$ cat config.mk
export PLATFORM = sky130hd
export DESIGN_NAME = cmwc_ctrl
export DESIGN_NICKNAME = d
export VERILOG_FILES = /design/src/rtl/cmwc_pkg.sv /design/src/rtl/cmwc_ctrl.sv
export SDC_FILE = /design/constraint.sdc
export NUM_CORES = 1
export LEC_CHECK = 0
export BUFFER_PORTS_ARGS = -buffer_cell sky130_fd_sc_hd__buf_4
export CAP_MARGIN = 20
export CORE_MARGIN = 2
export CORE_UTILIZATION = 35
export CTS_CLUSTER_DIAMETER = 50
export DETAILED_ROUTE_END_ITERATION = 7
export PLACE_DENSITY = 0.72
export SLEW_MARGIN = 20
export SYNTH_ARGS = -nofsm -noshare
export SYNTH_HDL_FRONTEND = slang
export SYNTH_SLANG_ARGS = --single-unit
$ cat constraint.sdc
create_clock -name i_clk -period 1.65 [get_ports i_clk]
set_input_delay 0.33 -clock i_clk [delete_from_list [all_inputs] [get_ports i_clk]]
set_output_delay 0.33 -clock i_clk [all_outputs]
set_load 0.01 [all_outputs]
$ cat src/rtl/cmwc_pkg.sv
// Shared types and constants for the CMWC4096 random generator.
// No dependencies; used by the controller, datapath and top level.
`default_nettype none

package cmwc_pkg;

    localparam logic [31:0] GOLDEN_PHI   = 32'h9e37_79b9;
    localparam logic [31:0] GOLDEN_PHI_2 = 32'h3c6e_f372;
    localparam logic [14:0] CMWC_MULT    = 15'd18782;
    localparam logic [31:0] CMWC_BASE    = 32'hffff_fffe;
    localparam logic [31:0] CARRY_RESET  = 32'd362436;

    localparam logic MODE_RESEED = 1'b0;
    localparam logic MODE_DRAW   = 1'b1;

    typedef struct packed {
        logic clr_step;
        logic seed_load;
        logic seed_step;
        logic idx_adv;
        logic rd;
        logic mul;
        logic add;
        logic wr;
    } t_dp_cmd;

    typedef struct packed {
        logic cnt_last;
        logic out_full;
    } t_dp_status;

endpackage

`default_nettype wire

$ cat src/rtl/cmwc_ctrl.sv
// Sequencer for the CMWC4096 random generator: clear pass, reseed sweep, draw steps.
// Depends on cmwc_pkg for the command and status structs.
`default_nettype none

module cmwc_ctrl (
    input  wire logic                 i_clk,
    input  wire logic                 i_rst_n,
    input  wire logic                 i_valid,
    input  wire logic                 i_mode,
    output logic                      o_stall,
    input  wire cmwc_pkg::t_dp_status i_status,
    output cmwc_pkg::t_dp_cmd         o_cmd
);

    typedef enum logic [6:0] {
        S_CLEAR = 7'b0000001,
        S_IDLE  = 7'b0000010,
        S_SEED  = 7'b0000100,
        S_READ  = 7'b0001000,
        S_MUL   = 7'b0010000,
        S_ADD   = 7'b0100000,
        S_WR    = 7'b1000000
    } t_state;

    t_state r_state;
    t_state n_state;

    always_ff @(posedge i_clk) begin
        if (!i_rst_n) begin
            r_state <= S_CLEAR;
        end else begin
            r_state <= n_state;
        end
    end

    always_comb begin
        n_state = r_state;
        o_cmd   = '0;
        o_stall = 1'b1;
        case (r_state)
            S_CLEAR: begin
                o_cmd.clr_step = 1'b1;
                if (i_status.cnt_last) begin
                    n_state = S_IDLE;
                end
            end
            S_IDLE: begin
                o_stall = 1'b0;
                if (i_valid) begin
                    if (i_mode == cmwc_pkg::MODE_DRAW) begin
                        o_cmd.idx_adv = 1'b1;
                        n_state       = S_READ;
                    end else begin
                        o_cmd.seed_load = 1'b1;
                        n_state         = S_SEED;
                    end
                end
            end
            S_SEED: begin
                o_cmd.seed_step = 1'b1;
                if (i_status.cnt_last) begin
                    n_state = S_IDLE;
                end
            end
            S_READ: begin
                o_cmd.rd = 1'b1;
                n_state  = S_MUL;
            end
            S_MUL: begin
                o_cmd.mul = 1'b1;
                n_state   = S_ADD;
            end
            S_ADD: begin
                o_cmd.add = 1'b1;
                n_state   = S_WR;
            end
            S_WR: begin
                if (!i_status.out_full) begin
                    o_cmd.wr = 1'b1;
                    n_state  = S_IDLE;
                end
            end
            default: begin
                n_state = S_CLEAR;
            end
        endcase
    end

endmodule

`default_nettype wire

==> run summary, run 1 <==
The run finished, with violations left. The final reports fail on negative setup slack. The floorplan has 13 rows. The number of top-level pins is 15, and the total negative slack is -1.78 ns. The tools report the worst-case hold slack as 0.348 ns.

The area growth from synthesis to layout is 74.3%. Based on the critical path, the design can be clocked at up to 524 MHz. The register with the most flip-flops in the layout has 7 of them.

The count of clock tree sinks was 7. The setup path with the least slack is of type reg2out. The root buffer selected by CTS was clkbuf_4.

Cell type with the highest occurrence count on the critical path: or3_4. In this run, placement finished with an instance count of 102. Setup repair after global routing could not meet its margin everywhere. For the total die area, the log shows 1700 um2. The most frequent standard cell in the layout excluding fill and tap cells is buf_4. Counting the buffers created by CTS gives 3. For this run, design rule violations remaining after detail routing come to 0.

The remaining global-route overflow is 0, and the post-synth net total is 68. The starting density of the core is 37.4%, and the required arrival time at the worst endpoint is 1.32 ns. The largest registers in the layout are r_state x7.

Sequential cells were found to cover 28.8% of the synthesized design area. The first TritonRoute pass finished after 4 iterations. Clock skew on the completed layout was measured at 0.00277 ns.

The worst setup path is captured at a primary output. The count of H-tree levels built during CTS is 1, and the final wirelength is 1.36 mm. TritonCTS built the clock tree. Placeable core area: 1300 um2. Slowest cell on the critical path: or3_4.

The kind of start point of the critical path is a flip-flop. The transition time at the pin with the least slew margin came out at 0.444 ns. The final setup slack of the worst path was -0.257 ns.

Class of the tightest hold or removal check: in2reg. The run gives 23 as the number of design-rule violations left by the first detailed-router iteration. The register with the most flip-flops was r_state.

Headroom to the max-slew limit came out at 70.1%. The clock passes through at most 2 buffers. Setup violations remaining at the end of the flow were counted as 9. The synthesized flop and latch total came out at 7. The routed layout has 567 vias.

The floorplan step set the die width to 41.3 um. The largest net degree at the start of global routing was 8. A synthesized cell averages 7.85 um2.

The critical path goes through or3_4 > or3_4 > nor3b_2 > buf_4. The top cell types in the final layout, fill and taps aside, are buf_4, nor2_1, buf_6. For this design the static power due to leakage is 0.385 nW. The post-layout total power is 0.602 mW, and the count of yosys warnings during synthesis is 0. In this run, post-CTS hold repair placed 0 buffers. From bottom edge to top edge, the die measures 41.3 um.

The cell area that synthesis handed to floorplanning was 487 um2. Summed over all nets, the half-perimeter wirelength after detailed placement is 1.01 mm. The stage delay of the slowest cell on the critical path was 0.38 ns. Counting I/O delays and the setup requirement, the final critical path takes 1.91 ns.

Data arrives at the worst endpoint at 1.58 ns. The run gives 0 as the number of antenna violations at the first check in global routing. The logs give 0 for the count of inserted antenna diode cells and 2.06 mm for the global-route wire length before repair. In the routed layout, each cell is associated on average with a via count of 5.11. The number of hold-slack violations in the final timing report was 0; the count of buffers inserted at the top-level ports was 14. The final layout contains 103 nets. Excluding fillers, the count of instances in the completed layout stands at 111. Synthesis produced a netlist whose cell count is 62. Of all nets on the critical path, the largest fanout is 2. After layout, the worst path uses 116% of the clock period.

Yosys mapped the design onto 29 distinct sky130hd cell types. The count of final max-slew check failures was 0; the CTS clock-pin slew for the worst setup and hold paths was 0.05 ns. VDD sags by at most 0.000432 V. The congestion estimate from routability-driven global placement came to 0.874. The post-detailed-route count of antenna-violating nets is 0, and the power per cell area is 709 nW/um2.

The post-route netlist has 60.4% of its cells at a drive strength greater than 1. Across every metal layer, demand over resource in global routing totals 18.7%. The tools report the number of global-route vias before repair as 524. Across the run, the number of max-cap violations was 0.

In the final routed layout, each cell accounts on average for 12.2 um. The later pin in the worst-skew pair is clocked with a latency of 0.24 ns.
## metrics by stage
step | setup WS, ns | utilization, % | cell area [um2]
5_1_grt | -0.320 | 65.2 | 848
4_1_cts | -0.270 | 62.5 | 813
2_1_floorplan | -0.00481 | - | 509
6_report | -0.257 | 65.2 | 848
3_3_place_gp | -0.00850 | 55.2 | 718
3_5_place_dp | -0.0325 | 55.2 | 718
## report_power, final
group / switching, mW / internal, mW / leakage [nW] / total, mW
Clock: 0.0557 / 0.0918 / 0.0150 / 0.147
Combinational: 0.117 / 0.144 / 0.312 / 0.261
Sequential: 0.0112 / 0.182 / 0.0585 / 0.193
## Yosys cell counts
master	n	area [um2]
o21ai_0	1	5.00
inv_1	4	15.0
nor4_1	3	18.8
buf_2	1	5.00
nand3_1	3	15.0
dfxtp_1	7	140
or3b_2	2	17.5
or2_4	1	8.76
nand2_1	5	18.8
nand2b_1	2	12.5
a211oi_1	1	7.51
nor3b_1	2	15.0
or3_1	3	18.8
nor2_1	9	33.8
o211ai_1	1	7.51
mux2i_1	1	10.0
o211ai_2	1	12.5
or4b_4	1	13.8
buf_4	1	7.51
a21boi_1	1	7.51
nor3_1	1	5.00
nand3b_1	2	15.0
nor4b_1	1	8.76
xor2_1	2	17.5
buf_6	1	11.3
nand4b_1	2	17.5
clkbuf_1	1	3.75
o2111ai_1	1	8.76
a2111oi_0	1	8.76
## layer usage
layer	global-route usage [%]	up-vias	wire length (um)	part of all wire, %
met1	20.6	262	579	43
li1	-	289	-	-
met4	7.26	0	0	0
met2	34.0	16	729	54
met3	4.79	0	50	3.7
met5	0	-	0	0
## critical path, delay by kind of cell, from the launching register on
kind                   cells  cell delay (ns)
buffers and inverters      1             0.14
AND/OR/NAND/NOR            3             0.88
flip-flops                 1             0.32
## area by class of cell
type,instances,area [um2]
Multi-Input combinational cell,47,359
Timing Repair Buffer,34,282
Clock buffer,4,26.3
Tap cell,15,18.8
Fill cell,108,453
Sequential cell,7,148
Inverter,4,15.0
## path summary, 6_finish.rpt
kind / start / slack (ns) / endpoint / cells after the start
min reg2reg: r_state[3] / 0.62 / r_state[0] / 3
max: r_state[3] / -0.26 / o_cmd[5] / 4
max reg2reg: r_state[6] / 0.07 / r_state[2] / 4
min: i_rst_n / 0.35 / r_state[0] / 2
## repair_timing
item                                    CTS  global route
resized for setup                        11             9
endpoints found under the setup margin   10            12
setup buffers                             4             4
pin swaps                                 4             2
## logic make-up (layout without fill, tap and decap cells)
kind of cell           Yosys count  after routing  synth area share (%)
XOR/XNOR                         2              2                  3.60
multiplexers                     1              1                  2.06
flip-flops                       7              7                  28.8
AO/OA/AOI/OAI                    7              7                  11.8
buffers and inverters            8             42                  8.74
AND/OR/NAND/NOR                 37             37                  45.0
Note: power is estimated with default switching activity, not from simulation.
==> run 2, diff against run 1 <==
Settings changed: CTS_CLUSTER_DIAMETER 50 to unset, SKIP_CTS_REPAIR_TIMING set to 1.
==> run 2 against run 1 <==
- the run still ends with negative setup slack left
- first-iteration DRC count decreased by 91%
- combinational power decreased by 4%
- setup slack got worse by 0.024 ns
- final cell count decreased by 2.7%
- clock skew about the same
- clock power increased by 5%
- highest routed layer is now met4
==> run summary, run 2 (same netlist as run 1, synthesis figures left out) <==
For the number of vias after detailed routing, the log shows 555. The flow ran to the end, but the final reports show violations. The largest registers in the layout are r_state x7. The tools report the remaining global-route overflow as 0. Measured in cells, the most critical reg-to-reg path has a length of 4. The number of global-route vias before repair is 467. The worst hold path belongs to the class in2reg. The post-placement worst setup slack was -0.0325 ns; the number of instances on the worst hold path was 2. The number of rows in the core area is 13, and the share of the clock period used by the worst path is 117%.

The tree built by TritonCTS fans out to 7 sinks. For the part of the total power dissipated in combinational logic, the log shows 41.1%. 0 antenna diodes ended up in the layout. For the final setup slack of the worst path, the log shows -0.281 ns.

The reported leakage power was 0.368 nW; the count of H-tree levels built during CTS was 1. Max-capacitance violation count: 0. The first global-routing pass estimated 1.81 mm of wire. The tools report the kind of end point of the critical path as a primary output. In this run, the clock network consumes 25.4% of the power.

The most frequent standard cell in the layout excluding fill and tap cells is buf_4. The number of antenna violations at the first check in global routing was 0. For the total routing resource utilization after global routing, the log shows 16.6%. For this design the total switching power over the nets is 0.194 mW. The number of hold-slack violations in the final timing report came out at 0. The worst-case IR drop observed on VDD is 0.000487 V.

Clock tree synthesis inserted a total of 3 buffers. The number of search-and-repair iterations in the first detailed-routing pass was 6. Routability-driven placement finished with a final weighted congestion of 0.874. The floorplan step defined a die boundary enclosing 1700 um2.

Clock latency on the worst-skew pair, taken at its later pin, is 0.25 ns. Measured along the x axis, the die boundary spans 41.3 um. The kind of start point of the critical path was a flip-flop. STA puts the critical path data required time at 1.32 ns. The final layout contains routed wiring with a total length of 1.32 mm. The final reports fail on negative setup slack.

The root buffer selected by CTS was clkbuf_4. For this run, design rule violations remaining after detail routing come to 0. The clock arrives with 0.00290 ns of skew. The post-detailed-route count of antenna-violating nets was 0. Total power for the finished layout comes to 0.611 mW. Counting I/O delays and the setup requirement, the final critical path takes 1.93 ns.

The peak fanout along the critical path was 6; the minimum setup slack among reg-to-reg paths was 0.04 ns. The starting density of the core was 37.4%. For the data arrival time of the worst path, the log shows 1.60 ns.

For hold timing, the worst endpoint is r_state[0]. In the routed layout, each cell is associated on average with a via count of 5.14. The critical path is of the reg2out type. Setup repair after global routing could not meet its margin everywhere. Fraction of power spent switching nets: 31.7%.

In this run the most critical hold path is launched from i_rst_n. Entering global routing, the biggest net connects 8 pins. The transition time at the pin with the least slew margin is 0.444 ns.

For the count of final max-slew check failures, the log shows 0. The register with the most flip-flops in the layout has 7 of them. For this block, the initial DRC count from the detailed router was 2. The top cell types in the final layout, fill and taps aside, are buf_4, nor2_1, nand2_1, buf_6. TritonCTS built the clock tree. The clock passes through at most 2 buffers.

The total of endpoints with negative setup slack in the final report was 9. The capture instance of the worst register-to-register path was r_state[2]. The share of final-layout standard cells stronger than drive strength 1 is 57.0%. CTS clock-pin slew for the worst setup and hold paths: 0.05 ns. For this run, the post-layout net count is 100. The core region is 1300 um2. The tools report the worst flop-to-flop path startpoint as r_state[2]. The internal portion of the total power is 0.417 mW.

For the proportion of power drawn by flip-flops and latches, the log shows 33.5%. The tools report the relative slew slack as 70.1%. The number of top-level pins was 15; the count of buffers inserted at the top-level ports was 14. In the final routed layout, each cell accounts on average for 12.2 um. Once detailed placement completed, the half-perimeter wirelength came to 1.01 mm. In this run the power density over the cells is 741 nW/um2. Compared with the post-synthesis result, the final layout area differs by 69.4%. The maximum frequency from static timing analysis was 518 MHz; the die height was 41.3 um. Register with the most flip-flops: r_state.
run 2: worst max-delay path by stage:
stage | from | to | cells past startpoint
after global routing | r_state[2] | o_cmd[4] | 5
final | r_state[2] | o_cmd[6] | 5
after detailed placement | r_state[2] | o_cmd[6] | 5
after CTS | r_state[2] | o_cmd[6] | 5
after floorplan | r_state[3] | o_cmd[5] | 3
after global placement | r_state[3] | o_cmd[5] | 4
run 2: area by class of cell:
cell class | count | area (um2)
Fill cell | 113 | 477
Multi-Input combinational cell | 47 | 365
Timing Repair Buffer | 31 | 251
Sequential cell | 7 | 148
Clock buffer | 4 | 26.3
Tap cell | 15 | 18.8
Inverter | 4 | 15.0
run 2: metrics by stage:
stage	cell area (um2)	hold WS (ns)	util [%]	instances	TNS (ns)
floorplan	509	0.435	-	62	-0.00481
global placement	718	0.574	55.2	102	-0.00850
detailed placement	718	0.587	55.2	102	-0.0906
CTS	744	0.341	57.2	106	-2.10
global route	825	0.341	63.4	108	-2.26
finish	825	0.335	63.4	108	-1.69
run 2: power groups by stage:
stage	clock network, mW	logic [mW]	registers [mW]
2_1_floorplan	0	0.133	0.194
3_3_place_gp	0	0.215	0.199
3_5_place_dp	0	0.218	0.200
4_1_cts	0.153	0.220	0.195
5_1_grt	0.164	0.274	0.206
6_report	0.155	0.251	0.204
run 2: worst max-delay path, cell delays in order (launching register included):
cell	delay [ns]
dfxtp_4	0.37
or4b_4	0.56
nor2_4	0.13
nand2_1	0.06
nor2_1	0.10
buf_4	0.13
run 2: routing by layer:
layer / vias up / global-route usage [%] / share of wire [%]
li1: 283 / - / -
met1: 254 / 18.3 / 44
met2: 14 / 29.3 / 50
met3: 4 / 4.79 / 5.1
met4: 0 / 7.26 / 1.1
met5: - / 0 / 0
==> run 3, diff against run 2 <==
Settings changed: ABC_AREA set to 1, CAP_MARGIN 20 to 30.
==> run 3 against run 2 <==
- the flow now finishes without violations
- synthesized cell count increased by 32%
- setup slack improved by 0.35 ns
- total power increased by 24%
- area after synthesis decreased by 0.77%
- sequential share of layout area increased by 4.0 points
- clock power decreased by 4%
- cell area decreased by 22%
- combinational power increased by 54%
- largest cell class unchanged
- largest power group unchanged
==> run summary, run 3 <==
Between clock sinks in the finished design, the worst skew comes to 0.00276 ns. Wires add up to 1.03 mm. For the remaining global-route overflow, the log shows 0.

The global-route wire length before repair is 1.43 mm. The area growth from synthesis to layout came out at 32.6%. The worst-case IR drop observed on VDD is 0.000731 V. The number of top-level pins was 15.

The tools report the later-pin clock latency in the skew report as 0.25 ns. The worst setup path category is reg2out. Setup repair after global routing could not meet its margin everywhere. The floorplan has 13 rows. The core region is 1300 um2. STA classifies the critical path endpoint as a primary output.

The die covers 1690 um2. Counting distinct cell types in the post-synthesis netlist gives 15. The register with the most flip-flops in the layout has 7 of them. The routed design could run at a clock period as short as 1.58 ns.

Setup violations remaining at the end of the flow were counted as 0. The run gives 1.32 ns as the required arrival time at the worst endpoint. By instance count, the leading cell after synthesis is inv_1. The number of flops mapped to enable cells by yosys was 0; the synthesized flop and latch total was 7. The number of antenna violations at the first check in global routing was 0. The per-instance average area after synthesis is 5.89 um2, and the count of buffers inserted at the top-level ports is 14.

For the pin with the worst max-slew slack, the measured transition is 0.175 ns. The tools report the kind of start point of the critical path as a flip-flop. The average wire per standard cell came out at 8.95 um. The most frequent standard cell in the layout excluding fill and tap cells was inv_1. TritonCTS built the clock tree. Entering global routing, the biggest net connects 7 pins. The flow ran to the end, and the final reports show no timing, DRC or antenna violations. Die height: 41.1 um. By area the synthesized netlist is led by dfxtp_1, inv_1, nand2_1. The root buffer selected by CTS was clkbuf_4.

The number of search-and-repair iterations in the first detailed-routing pass is 4. The total routing resource utilization after global routing came out at 13.4%. The share of synthesized area occupied by flip-flops and latches was 29.0%; the fraction of registers with async set or reset after synthesis was 0%.

For the sequential cell area, the log shows 140 um2. The count of clock tree sinks was 7; the last weighted congestion value of the routability-driven placer was 0.751. Clock-pin slew was measured on the worst setup and hold paths at 0.05 ns. Peak fanout along the critical path: 3.

Counting every net in the synthesized netlist gives 88. For the final routed database, the setup TNS stands at 0 ns. Buffers inserted during clock tree synthesis total 3.

The main flop type after synthesis is dfxtp_1. After filler insertion, the fill cell instance count of the layout stands at 145. The library cell occupying the most area in the post-synthesis netlist is dfxtp_1. The count of H-tree levels built during CTS was 1.

In the layout the commonest cells are inv_1, nand2_1, buf_4. The share of final-layout standard cells stronger than drive strength 1 works out to 35.0%. The multi-input logic area is 264 um2, and the remaining design rule violation count is 0. The first routing iteration left 5 violations. The floorplan step set the die width to 41.1 um. Dividing the final minimum period by the clock period gives 95.8%. Once the floorplan was initialized, standard cells occupied 37.1% of the core.

The synthesized cell area was 483 um2. The tool flagged a number of max-cap violations equal to 0. In this run the static leakage power is 0.382 nW. Summed over all nets, the half-perimeter wirelength after detailed placement is 833 um. For the number of buffers between clock root and the deepest sink, the log shows 2. By count the netlist is led by inv_1, nand2_1, nor2_1. The count of inserted antenna diode cells is 0. The worst pin sits at a relative slew slack of 88.3%. r_state holds more flip-flops than any other register. In this run the worst hold path is classified as in2reg. The area share of the largest cell type after synthesis came out at 29.0%. The net count reported at finish is 107, and the count of yosys warnings during synthesis is 0.

The number of vias after detailed routing was 496; the number of hold-slack violations in the final timing report was 0. The largest registers in the layout are r_state x7. After detailed routing, the number of vias per cell comes to 4.31. Once detail routing completed, the nets flagged for antenna violations numbered 0. The count of final max-slew check failures was 0. Dividing total power by cell area gives a power density of 1180 nW/um2. The number of global-route vias before repair is 385. The number of instances in the synthesized netlist is 82. Derived from the worst setup path, the maximum achievable clock frequency is 633 MHz. The data arrival time of the worst path came out at 1.25 ns.

On the final layout, the worst hold slack is 0.317 ns.
-- run 3: cell count changes after synthesis, moves of 3 or more --
cell     previous run  this run
inv_1               4        17
nand2_1             5        16
nand2_2             0         5
nor2_1              9        14
inv_2               0         4
nand3_1             3         7
a21oi_1             0         3
nor4_1              3         0
or3_1               3         0
-- run 3: metrics by stage --
stage | util (%) | instances | instance area [um2] | setup slack [ns] | total power [mW]
after floorplan | - | 82 | 483 | 0.325 | 0.500
after global placement | 46.1 | 110 | 599 | 0.331 | 0.597
after detailed placement | 46.1 | 110 | 599 | 0.298 | 0.602
after CTS | 48.1 | 114 | 626 | 0.0206 | 0.757
after global routing | 49.2 | 115 | 641 | -0.0203 | 0.821
final | 49.2 | 115 | 641 | 0.0694 | 0.759
-- run 3: final cells by class --
class                   instances  area share (%)
flip-flops and latches          7            21.9
clock buffers                   4            4.10
repair buffers                 15            17.6
inverters                      21            12.3
multi-input cells              53            41.2
well taps                      15            2.93
-- run 3: final timing paths --
check,startpoint,end,slack [ns],depth (start not counted)
worst max register to register,r_state[5],r_state[1],0.33,11
worst min-delay path,i_rst_n,r_state[0],0.32,2
worst min register to register,r_state[0],r_state[0],0.49,2
worst max-delay path,r_state[1],o_cmd[2],0.07,6
-- run 3: where the power goes --
part           internal [mW]  switching, mW
sequential             0.201         0.0227
combinational          0.147          0.239
clock                 0.0919         0.0569
total                  0.440          0.318
-- run 3: worst max-delay path, cell delays in order (launching register included) --
cell and delay (ns):
dfxtp_1 0.31, inv_1 0.08, nand2_1 0.10, nor2_2 0.15
inv_1 0.10, nor2_2 0.12, buf_4 0.13
-- run 3: cell families after synthesis --
family	Yosys count	synth area share (%)
and+or+nand+nor	50	50.0
AOI/OAI and AO/OA	3	3.11
buffers and inverters	22	17.9
DFF	7	29.0
-- run 3: routing by layer --
metal | GRT usage, % | vias to the layer above | part of all wire (%)
li1 | - | 276 | -
met1 | 15.5 | 201 | 46
met2 | 19.9 | 15 | 47
met3 | 3.80 | 4 | 5.0
met4 | 11.3 | 0 | 1.6
met5 | 0 | - | 0
